## config.mk

```make
export PLATFORM = sky130hd
export DESIGN_NAME = brt_mul
export DESIGN_NICKNAME = d
export VERILOG_FILES = /design/src/hw/rtl/battery_runtime_estimator_core_macros.svh /design/src/hw/rtl/brt_pkg.sv /design/src/hw/rtl/brt_mul.sv
export SDC_FILE = /design/constraint.sdc
export NUM_CORES = 2
export LEC_CHECK = 0
export BUFFER_PORTS_ARGS = -buffer_cell sky130_fd_sc_hd__buf_2
export CAP_MARGIN = 20
export CORE_ASPECT_RATIO = 1.75
export CORE_MARGIN = 8
export CORE_UTILIZATION = 40
export DETAILED_ROUTE_END_ITERATION = 10
export GPL_TIMING_DRIVEN = 0
export PLACE_DENSITY = 0.62
export SLEW_MARGIN = 20
export SYNTH_ARGS = -nofsm -noshare
export SYNTH_HDL_FRONTEND = slang
export SYNTH_SLANG_ARGS = --single-unit
export TNS_END_PERCENT = 1
```

## constraint.sdc

```tcl
create_clock -name clk_i -period 7.57 [get_ports clk_i]
set_input_delay 0 -clock clk_i [delete_from_list [all_inputs] [get_ports clk_i]]
set_output_delay 0 -clock clk_i [all_outputs]
set_load 0.1 [all_outputs]
```

## src/hw/rtl/battery_runtime_estimator_core_macros.svh

```systemverilog
// ----------------------------------------------------------------------------
// Battery runtime estimator assertion macros
// Shorthand for clocked concurrent assertions with an active-low reset.
// ----------------------------------------------------------------------------
`ifndef BATTERY_RUNTIME_ESTIMATOR_CORE_MACROS_SVH
`define BATTERY_RUNTIME_ESTIMATOR_CORE_MACROS_SVH

// Property checked at every rising edge outside reset.
`define BRT_ASSERT(lbl, clk, rstn, prop, msg) \
  lbl: assert property (@(posedge clk) disable iff (!rstn) (prop)) else $error(msg);

// Implication checked at every rising edge outside reset.
`define BRT_ASSERT_IMP(lbl, clk, rstn, ante, cons, msg) \
  lbl: assert property (@(posedge clk) disable iff (!rstn) (ante) |-> (cons)) else $error(msg);

`endif

```

## src/hw/rtl/brt_pkg.sv

```systemverilog
// ----------------------------------------------------------------------------
// Battery runtime estimator package
// Shared constants, types and state codes of the estimator.
// ----------------------------------------------------------------------------
package brt_pkg;

  localparam int unsigned HistDepthDef = 32;

  localparam int unsigned CfgIdxW  = 3;
  localparam int unsigned CfgDataW = 16;

  localparam int unsigned DivNumW = 76;
  localparam int unsigned DivDenW = 64;
  localparam int unsigned DivQW   = 17;

  localparam logic [14:0] LevelFull  = 15'd25600;
  localparam logic [14:0] EtaNone    = 15'h7FFF;
  localparam logic [14:0] EtaMax     = 15'd10000;
  localparam logic [16:0] RateSat    = 17'd65536;
  localparam logic [16:0] RateQLimit = 17'd68400;
  localparam logic [31:0] SecPerHour = 32'd3600;
  localparam logic [31:0] EtaCap     = 32'd10000;
  localparam logic [31:0] MinPerHour = 32'd60;
  localparam logic [31:0] MinTwice   = 32'd120;

  typedef enum logic [2:0] {
    CFG_MIN_SAMPLES    = 3'd0,
    CFG_MIN_SPAN       = 3'd1,
    CFG_MAX_DROP       = 3'd2,
    CFG_MAX_RECOVERY   = 3'd3,
    CFG_MIN_RATE       = 3'd4,
    CFG_MAX_RATE       = 3'd5,
    CFG_MIN_EST_DROP   = 3'd6
  } brt_cfg_e;

  typedef enum logic [4:0] {
    ST_IDLE, ST_EST, ST_OLD, ST_T, ST_TT, ST_TQ, ST_TP,
    ST_M1, ST_M2, ST_M3, ST_M4, ST_M5, ST_M6, ST_M7, ST_M8, ST_M9, ST_M10,
    ST_DIVR, ST_R1, ST_R2, ST_R3, ST_R4, ST_R5, ST_R6, ST_DIVE, ST_OUT
  } brt_state_e;

  typedef struct packed {
    logic busy;
    logic done;
  } brt_div_stat_t;

endpackage

```

## src/hw/rtl/brt_mul.sv

```systemverilog
// ----------------------------------------------------------------------------
// Shared multiplier
// One 32 by 32 bit unsigned multiplier with a registered product.
// ----------------------------------------------------------------------------
module brt_mul import brt_pkg::*; (
  input  logic        clk_i,
  input  logic [31:0] a_i,
  input  logic [31:0] b_i,
  output logic [63:0] p_o
);

  always_ff @(posedge clk_i) begin
    p_o <= 64'(a_i) * 64'(b_i);
  end

endmodule

```

==> flow_summary.yaml <==
outcome:
  status: "finished, final reports clean"
route:
  via_count: 27500
  via_per_inst: 5.44
  ant_nets: 0
  drc: 0
  drt_first_pass_iters: 5
  wl_per_cell_um: 27.8
  drt_iter0_drc: 1759
  drt-total-wl_um: 141000
synthesis:
  synth_top_area_frac: 0.517
  synth_top_area_cell: "fa_1"
  synthArstFlopShare: 0
  synth.most_common_cell: "fa_1"
  yosys_most_used_dff: "dfxtp_1"
  synth.distinct_cells: 57
  ys_top_cells_by_count: "896 x fa_1, 865 x inv_1, 602 x and2_1, 480 x nand2_1, 263 x ha_1"
  ys_warn_count: 0
  synthesis.instances: 3748
  synthTopCellsByArea: "fa_1 52%, and2_1 11%, ha_1 9.5%"
  syn_avg_cell_area_sq_um: 9.25
  ys_ff_latch: 64
  syn-cell-area_sq_um: 34700
  synth_edf_count: 0
  synth.net_count: 4972
  seq_area_frac_synth: 0.0369
clock_tree:
  numClockSinks: 64
  cts_buffers: 9
  h-tree-depth: 3
  cts_tree: "built"
  clk_pin_slew_ps: 60
  clock_path_buffers: 2
  root_buffer: "clkbuf_16"
worst_setup_path:
  crit_chain: "buf_2, clkbuf_1, nand2_1, fa_1, fa_1, inv_1, fa_1, fa_1, fa_1, fa_1, fa_1, fa_1, ha_1, nand2_1, or4_1, a2bb2oi_2, o211a_1, a31oi_4, a31o_4, a211oi_2, o21ai_1, xor2_1"
  crit_slowest_cell: "fa_1"
  path_common_cell: "fa_1"
  cp_max_fo: 10
  crit_arrival_ps: 7810
  crit_required_ps: 7890
  start_kind: "input pin"
  crit_type: "in2reg"
  end_kind: "register"
  max_stage_delay_ps: 670
global_routing:
  grt_pass1_wl_um: 202000
  first_global_vias: 30300
  overflow: 0
  grt_use_total: 0.296
  antenna_found_initial: 10
  grt_max_degree: 13
timing:
  hold_ws_ps: 26.5
  tightestPinTransition_ps: 992
  slew_viol_final: 0
  fin_crit_ps: 7490
  setup_violations: 0
  finalCritPeriodShare: 0.990
  grt_setup_unrepaired: "yes"
  fmax_mhz: 133
  worst_slew_margin_rel: 0.339
  tns_ps: 0
  final_hold_viol_count: 0
cells_and_area:
  finalInstanceArea_sq_um: 37600
  largest_reg_flops: 64
  drive_above_1_share: 0.0893
  finalCoreUtilization: 0.435
  top_register: "p_o"
  area_growth_pct: 8.33
  top_regs: "p_o x64"
  nets: 5114
floorplanning:
  die-area_sq_um: 96700
  die_w_um: 239
  start_util: 0.401
  die-height_um: 405
  io_pins: 129
  coreArea_sq_um: 86400
  num_rows: 143
placement:
  placed_area_sq_um: 36800
  io_buffers: 128
  hpwl_um: 120000
  place.gp.congestion: 1.04
min_path:
  holdPathEnd: "p_o[0]$_DFF_P_"
  hold_depth: 2
  hold_start: "b_i[0]"
  hp-class: "in2reg"
job:
  cap_viol_max_count: 0
## metrics by stage
stage / instances / setup WS, ps
final: 5063 / 77.8
after global placement: 5036 / -1420
after floorplan: 3748 / 817
after detailed placement: 5036 / -1410
after global routing: 5056 / -26.0
after CTS: 5055 / -35.9
## metal layers
layer  GRT usage  wire, um  vias to the layer above
met2       0.520     70700                     1410
met5           0        22                        -
met4       0.304     18300                        4
li1            -         -                    11200
met3      0.0425      8220                      648
met1       0.287     43500                    14300
## layout make-up
cell class | instances | area (sq um)
Clock inverter | 6 | 115
Buffer | 217 | 1090
Sequential cell | 64 | 1280
Multi-Input combinational cell | 2599 | 29400
Fill cell | 8677 | 48900
Inverter | 865 | 3250
Tap cell | 1160 | 1450
Timing Repair Buffer | 134 | 711
Clock buffer | 10 | 239
Antenna cell | 8 | 20.0
## cell usage in the layout, fill, tap and decap left out, types with 25 or more instances in the layout
master,instances
dfxtp_1,64
nand2_1,480
buf_2,145
clkbuf_2,124
ha_1,262
xor2_1,25
clkbuf_1,50
fa_1,893
inv_1,865
a21oi_1,62
a21o_1,39
xnor2_1,35
and2_1,602
## what timing repair did
item | CTS | global route
endpoints found under the setup margin | 22 | 20
hold endpoints to repair | 0 | 0
hold buffers | 0 | 0
pin swaps | 4 | 4
setup buffers | 3 | 3
gates resized for setup | 141 | 130
## worst max path at each step
| stage | from | to | slack [ps] | depth (start not counted) |
|---|---|---|---|---|
| global placement | a_i[25] | p_o[62]$_DFF_P_ | -1420 | 26 |
| floorplan | a_i[25] | p_o[62]$_DFF_P_ | 820 | 25 |
| CTS | a_i[10] | p_o[62]$_DFF_P_ | -40 | 26 |
| global route | a_i[10] | p_o[62]$_DFF_P_ | -30 | 26 |
| detailed placement | a_i[25] | p_o[62]$_DFF_P_ | -1410 | 26 |
| finish | b_i[31] | p_o[62]$_DFF_P_ | 80 | 22 |
## critical path: cells and delay by family
family / cells / cell delay (ps)
buf+inv: 3 / 840
simple gates: 3 / 950
xor+xnor: 1 / 190
compound gates: 6 / 1240
fa+ha+maj: 9 / 4570
## cells by family after synthesis
logic type               Yosys count  synth area share
XOR/XNOR                          60            0.0152
AO/OA/AOI/OAI                    202            0.0415
buffers and inverters           1085             0.118
AND/OR/NAND/NOR                 1177             0.176
flip-flops                        64            0.0369
multiplexers                       1          0.000289
adder cells (fa/ha/maj)         1159             0.612
Power is not shown: default switching activity piles up to over one toggle a cycle in this logic, so the estimate is an artifact.
