==> src/hw/rtl/battery_runtime_estimator_core_macros.svh <==
// ----------------------------------------------------------------------------
// Battery runtime estimator assertion macros
// Shorthand for clocked concurrent assertions with an active-low reset.
// ----------------------------------------------------------------------------
`ifndef BATTERY_RUNTIME_ESTIMATOR_CORE_MACROS_SVH
`define BATTERY_RUNTIME_ESTIMATOR_CORE_MACROS_SVH

// Property checked at every rising edge outside reset.
`define BRT_ASSERT(lbl, clk, rstn, prop, msg) \
  lbl: assert property (@(posedge clk) disable iff (!rstn) (prop)) else $error(msg);

// Implication checked at every rising edge outside reset.
`define BRT_ASSERT_IMP(lbl, clk, rstn, ante, cons, msg) \
  lbl: assert property (@(posedge clk) disable iff (!rstn) (ante) |-> (cons)) else $error(msg);

`endif

==> src/hw/rtl/brt_pkg.sv <==
// ----------------------------------------------------------------------------
// Battery runtime estimator package
// Shared constants, types and state codes of the estimator.
// ----------------------------------------------------------------------------
package brt_pkg;

  localparam int unsigned HistDepthDef = 32;

  localparam int unsigned CfgIdxW  = 3;
  localparam int unsigned CfgDataW = 16;

  localparam int unsigned DivNumW = 76;
  localparam int unsigned DivDenW = 64;
  localparam int unsigned DivQW   = 17;

  localparam logic [14:0] LevelFull  = 15'd25600;
  localparam logic [14:0] EtaNone    = 15'h7FFF;
  localparam logic [14:0] EtaMax     = 15'd10000;
  localparam logic [16:0] RateSat    = 17'd65536;
  localparam logic [16:0] RateQLimit = 17'd68400;
  localparam logic [31:0] SecPerHour = 32'd3600;
  localparam logic [31:0] EtaCap     = 32'd10000;
  localparam logic [31:0] MinPerHour = 32'd60;
  localparam logic [31:0] MinTwice   = 32'd120;

  typedef enum logic [2:0] {
    CFG_MIN_SAMPLES    = 3'd0,
    CFG_MIN_SPAN       = 3'd1,
    CFG_MAX_DROP       = 3'd2,
    CFG_MAX_RECOVERY   = 3'd3,
    CFG_MIN_RATE       = 3'd4,
    CFG_MAX_RATE       = 3'd5,
    CFG_MIN_EST_DROP   = 3'd6
  } brt_cfg_e;

  typedef enum logic [4:0] {
    ST_IDLE, ST_EST, ST_OLD, ST_T, ST_TT, ST_TQ, ST_TP,
    ST_M1, ST_M2, ST_M3, ST_M4, ST_M5, ST_M6, ST_M7, ST_M8, ST_M9, ST_M10,
    ST_DIVR, ST_R1, ST_R2, ST_R3, ST_R4, ST_R5, ST_R6, ST_DIVE, ST_OUT
  } brt_state_e;

  typedef struct packed {
    logic busy;
    logic done;
  } brt_div_stat_t;

endpackage

==> src/hw/rtl/brt_div.sv <==
// ----------------------------------------------------------------------------
// Shared divider
// Restoring divider, one quotient bit a cycle, that flags a quotient overflow.
// ----------------------------------------------------------------------------
module brt_div import brt_pkg::*; (
  input  logic               clk_i,
  input  logic               rst_ni,
  input  logic               start_i,
  input  logic [DivNumW-1:0] num_i,
  input  logic [DivDenW-1:0] den_i,
  output brt_div_stat_t      stat_o,
  output logic [DivQW-1:0]   quot_o,
  output logic               ovf_o
);

  localparam int unsigned CntW = $clog2(DivNumW);

  logic               busy_q, busy_d, done_q, done_d;
  logic [CntW-1:0]    cnt_q, cnt_d;
  logic [DivDenW-1:0] rem_q, rem_d, den_q, den_d;
  logic [DivNumW-1:0] num_q, num_d;
  logic [DivQW-1:0]   quot_q, quot_d;
  logic               ovf_q, ovf_d;
  logic [DivDenW:0]   trial;
  logic               ge;

  assign trial = {rem_q, num_q[DivNumW-1]};
  assign ge    = trial >= {1'b0, den_q};

  always_comb begin
    busy_d = busy_q;
    done_d = 1'b0;
    cnt_d  = cnt_q;
    rem_d  = rem_q;
    den_d  = den_q;
    num_d  = num_q;
    quot_d = quot_q;
    ovf_d  = ovf_q;
    if (start_i) begin
      busy_d = 1'b1;
      cnt_d  = CntW'(DivNumW - 1);
      rem_d  = '0;
      den_d  = den_i;
      num_d  = num_i;
      quot_d = '0;
      ovf_d  = 1'b0;
    end else if (busy_q) begin
      rem_d  = ge ? DivDenW'(trial - {1'b0, den_q}) : trial[DivDenW-1:0];
      num_d  = {num_q[DivNumW-2:0], 1'b0};
      ovf_d  = ovf_q | quot_q[DivQW-1];
      quot_d = {quot_q[DivQW-2:0], ge};
      if (cnt_q == '0) begin
        busy_d = 1'b0;
        done_d = 1'b1;
      end else begin
        cnt_d = cnt_q - 1'b1;
      end
    end
  end

  always_ff @(posedge clk_i or negedge rst_ni) begin
    if (!rst_ni) begin
      busy_q <= 1'b0;
      done_q <= 1'b0;
      cnt_q  <= '0;
    end else begin
      busy_q <= busy_d;
      done_q <= done_d;
      cnt_q  <= cnt_d;
    end
  end

  always_ff @(posedge clk_i) begin
    rem_q  <= rem_d;
    den_q  <= den_d;
    num_q  <= num_d;
    quot_q <= quot_d;
    ovf_q  <= ovf_d;
  end

  assign stat_o = '{busy: busy_q, done: done_q};
  assign quot_o = quot_q;
  assign ovf_o  = ovf_q;

endmodule

==> config.mk <==
export PLATFORM = sky130hd
export DESIGN_NAME = brt_div
export DESIGN_NICKNAME = d
export VERILOG_FILES = /design/src/hw/rtl/battery_runtime_estimator_core_macros.svh /design/src/hw/rtl/brt_pkg.sv /design/src/hw/rtl/brt_div.sv
export SDC_FILE = /design/constraint.sdc
export NUM_CORES = 1
export LEC_CHECK = 0
export BUFFER_PORTS_ARGS = -buffer_cell sky130_fd_sc_hd__buf_2
export CAP_MARGIN = 10
export CORE_MARGIN = 3
export CORE_UTILIZATION = 53
export CTS_CLUSTER_DIAMETER = 50
export DETAILED_ROUTE_END_ITERATION = 8
export PLACE_DENSITY = 0.75
export SKIP_LAST_GASP = 1
export SLEW_MARGIN = 20
export SYNTH_ARGS = -nofsm -noshare
export SYNTH_HDL_FRONTEND = slang
export SYNTH_SLANG_ARGS = --single-unit
==> constraint.sdc <==
create_clock -name clk_i -period 3 [get_ports clk_i]
set_input_delay 0.9 -clock clk_i [delete_from_list [all_inputs] [get_ports clk_i]]
set_output_delay 0.9 -clock clk_i [all_outputs]
set_load 0.02 [all_outputs]
==> run metrics <==
Buf/Inv on CP 4; Root Buffer clkbuf_16; P per Cell Area 914.0 nW/um2; post-DR wirelength/cell 18.18 um; CP Capture Point rem_q[10]; CTS clk-pin slew, worst paths 60 ps; Seq cells post-synth 231; first-pass GRT wire length 58110 um; most instantiated library cell after synthesis nor2_1; DIE WIDTH 164.3 um; I/O Buffers 162; critical path type reg2reg; Layout Cells excl Fill 2133; post-route ant nets 0; Synth area leader edfxtp_1; Vias 12210; Starting Density 54.32%; TritonCTS clock tree done; antenna fix cells 0; critical path startpoint category flop; P&R area growth vs syn 43.12%; Area after DPL 16400 um2; Worst-Margin Slew 721.5 ps; worst path required time 3390 ps; Setup crit start den_q[20]; Post-synth EDFFs 140; post-DP HPWL 25430 um; Worst path top cell family by delay compound AO/OA/AOI/OAI gates; IO Pins 163; cells along the critical path inv_2 > ha_4 > buf_6 > a21o_1 > a221oi_2 > nor2_1 > and4bb_1 > a21bo_2 > nand3_4 > a21boi_4 > clkbuf_16 > buf_8 > nor2_1 > a21oi_1 > a211oi_1; Post-synth top flop edfxtp_1; CP arrival 3690 ps; fill cell count 1505; VDD IR max 534.5 uV; max-slew violation count 0; CP endpoint kind flop; Site Rows 57; Max Cap Viol 0; cell area after layout 19020 um2; Core ar. 24460 um2; FF+latch area 6076 um2; highest clock rate 302.9 MHz; area of the multi-input gates 7620 um2; Pwr Total 17.38 mW; top post-synthesis cells by count 152 x nor2_1, 140 x edfxtp_1, 124 x a21oi_1; Rel. slew slack 51.90%; Post-Route WL 38780 um; htree depth 1; clock sink total 231; top post-synthesis cells by area edfxtp_1 32%, dfxtp_1 12%, mux2_2 6.6%; CP max stage delay 410 ps; Remaining Overflow, GRT 0; Die ar. 27010 um2; RSZ-0062 raised after global routing yes; top-area cell type share of the netlist area 31.64%; Critical Path Slowest Stage Cell edfxtp_1; share of cells above drive strength 1 45.88%; RR Endpoint rem_q[10]; Worst-Skew Late Latency 550 ps; warnings from Yosys 0; number of distinct library cells after synthesis 77; hold-fix buffers at CTS 0; DRC 0; Post-Place Setup Slack -364.7 ps; RR Startpoint den_q[20]; most frequent CP cell nor2_1; Setup Viol. Count Final 64; Crit. path cell count 15; slack of the critical path -301.0 ps; CTS Buf Count 27; final hold vios 0; CP Max Fanout 8; crit path time final 3301 ps; Via density 5.726; Seq/Total Area, Yosys 45.68%; Pleak 8.567 nW; worst r2r path cells 15; worst reg-to-reg setup slack -300 ps; initial antenna violation count 3; Hold Crit Class in2async; GRT Overall Usage 26.26%; drt pass-1 iters 9; clock buffer depth 3; setup TNS -9111 ps; largest net degree at the start of global routing 137; status finished with violations; Post-Syn Instances 1339; Net count, final 1998; period utilization 110.0%; area of the mapped netlist 13290 um2; gpl congestion 0.9171; Die H 164.3 um; failing checks negative setup slack; Mapped Avg Cell Area 9.925 um2; Fin Clk Skew 15.57 ps; Detailed Route Iter0 Violations 1049; placed cells 2039; vias in the first global route 12040; syn_nets 1549; asr flop ratio synth 3.896%
[area by class of cell]
| type | instances | share of cell area, % |
|---|---|---|
| clock buffer | 38 | 4.204 |
| clock inverter | 12 | 0.6513 |
| sequential | 231 | 31.95 |
| inverter | 90 | 1.796 |
| multi-input combinational | 939 | 40.06 |
| tap | 324 | 2.131 |
| timing repair buffer | 499 | 19.21 |
[per-stage QoR]
step	utilization, %	hold WS (ps)
2_1_floorplan	-	453.3
3_3_place_gp	66.92	451.6
3_5_place_dp	67.03	490.9
4_1_cts	73.62	177.0
5_1_grt	77.75	190.7
6_report	77.75	194.3
[metal layers]
metal	vias to the layer above	track usage, %	routed length (um)
li1	5779	-	-
met1	5785	34.28	15860
met2	513	42.92	18340
met3	130	6.330	3105
met4	6	8.881	1434
met5	-	0	33
[sequential cells by signal, summed over array words and instances, names as in the netlist]
| name | cells |
|---|---|
| num_q | 76 |
| den_q | 64 |
| rem_q | 64 |
| quot_o | 17 |
| cnt_q | 7 |
| busy_q | 1 |
| done_q | 1 |
| ovf_o | 1 |
[kinds of logic (layout without fill, tap and decap cells)]
| kind of cell | Yosys count | count (layout) | synth area share (%) |
|---|---|---|---|
| flops | 231 | 231 | 45.68 |
| compound gates | 350 | 350 | 17.67 |
| buf+inv | 169 | 639 | 5.433 |
| simple gates | 361 | 361 | 12.45 |
| mux | 107 | 107 | 8.841 |
| fa+ha+maj | 67 | 67 | 6.365 |
| xor+xnor | 54 | 54 | 3.559 |
[cells in the final DEF (no fill, tap or decap), types with 29 or more instances in the layout]
cell type and n:
buf_4 289, buf_2 161, edfxtp_1 140, nor2_1 128
inv_1 83, dfxtp_1 81, a21oi_1 80, mux2_2 77
nand2_1 68, a21oi_2 43, ha_1 41, a21o_1 31
clkbuf_16 29, buf_6 29
[where the power goes]
group | leakage [nW] | switching [mW] | internal (mW)
clock network | 0.453 | 1.34 | 1.97
logic | 5.91 | 4.81 | 4.96
registers | 2.20 | 0.365 | 3.94
total | 8.57 | 6.51 | 10.9
[worst min path at each step]
stage	start	to	slack [ps]	cells past startpoint
after floorplan	rem_q[55]	rem_q[55]	450	2
after global placement	ovf_o	ovf_o	450	2
after detailed placement	rem_q[19]	rem_q[19]	490	2
after CTS	rst_ni	cnt_q[1]	180	1
after global routing	rst_ni	cnt_q[0]	190	1
final	rst_ni	cnt_q[1]	190	1
[what timing repair did]
item / in CTS / in global routing
buffers inserted: 22 / 20
hold endpoints to repair: 0 / 0
gates resized for setup: 105 / 183
cloned: 3 / 1
pin swaps: 66 / 99
setup endpoints to repair: 64 / 65
(Power assumes the default switching activity.)
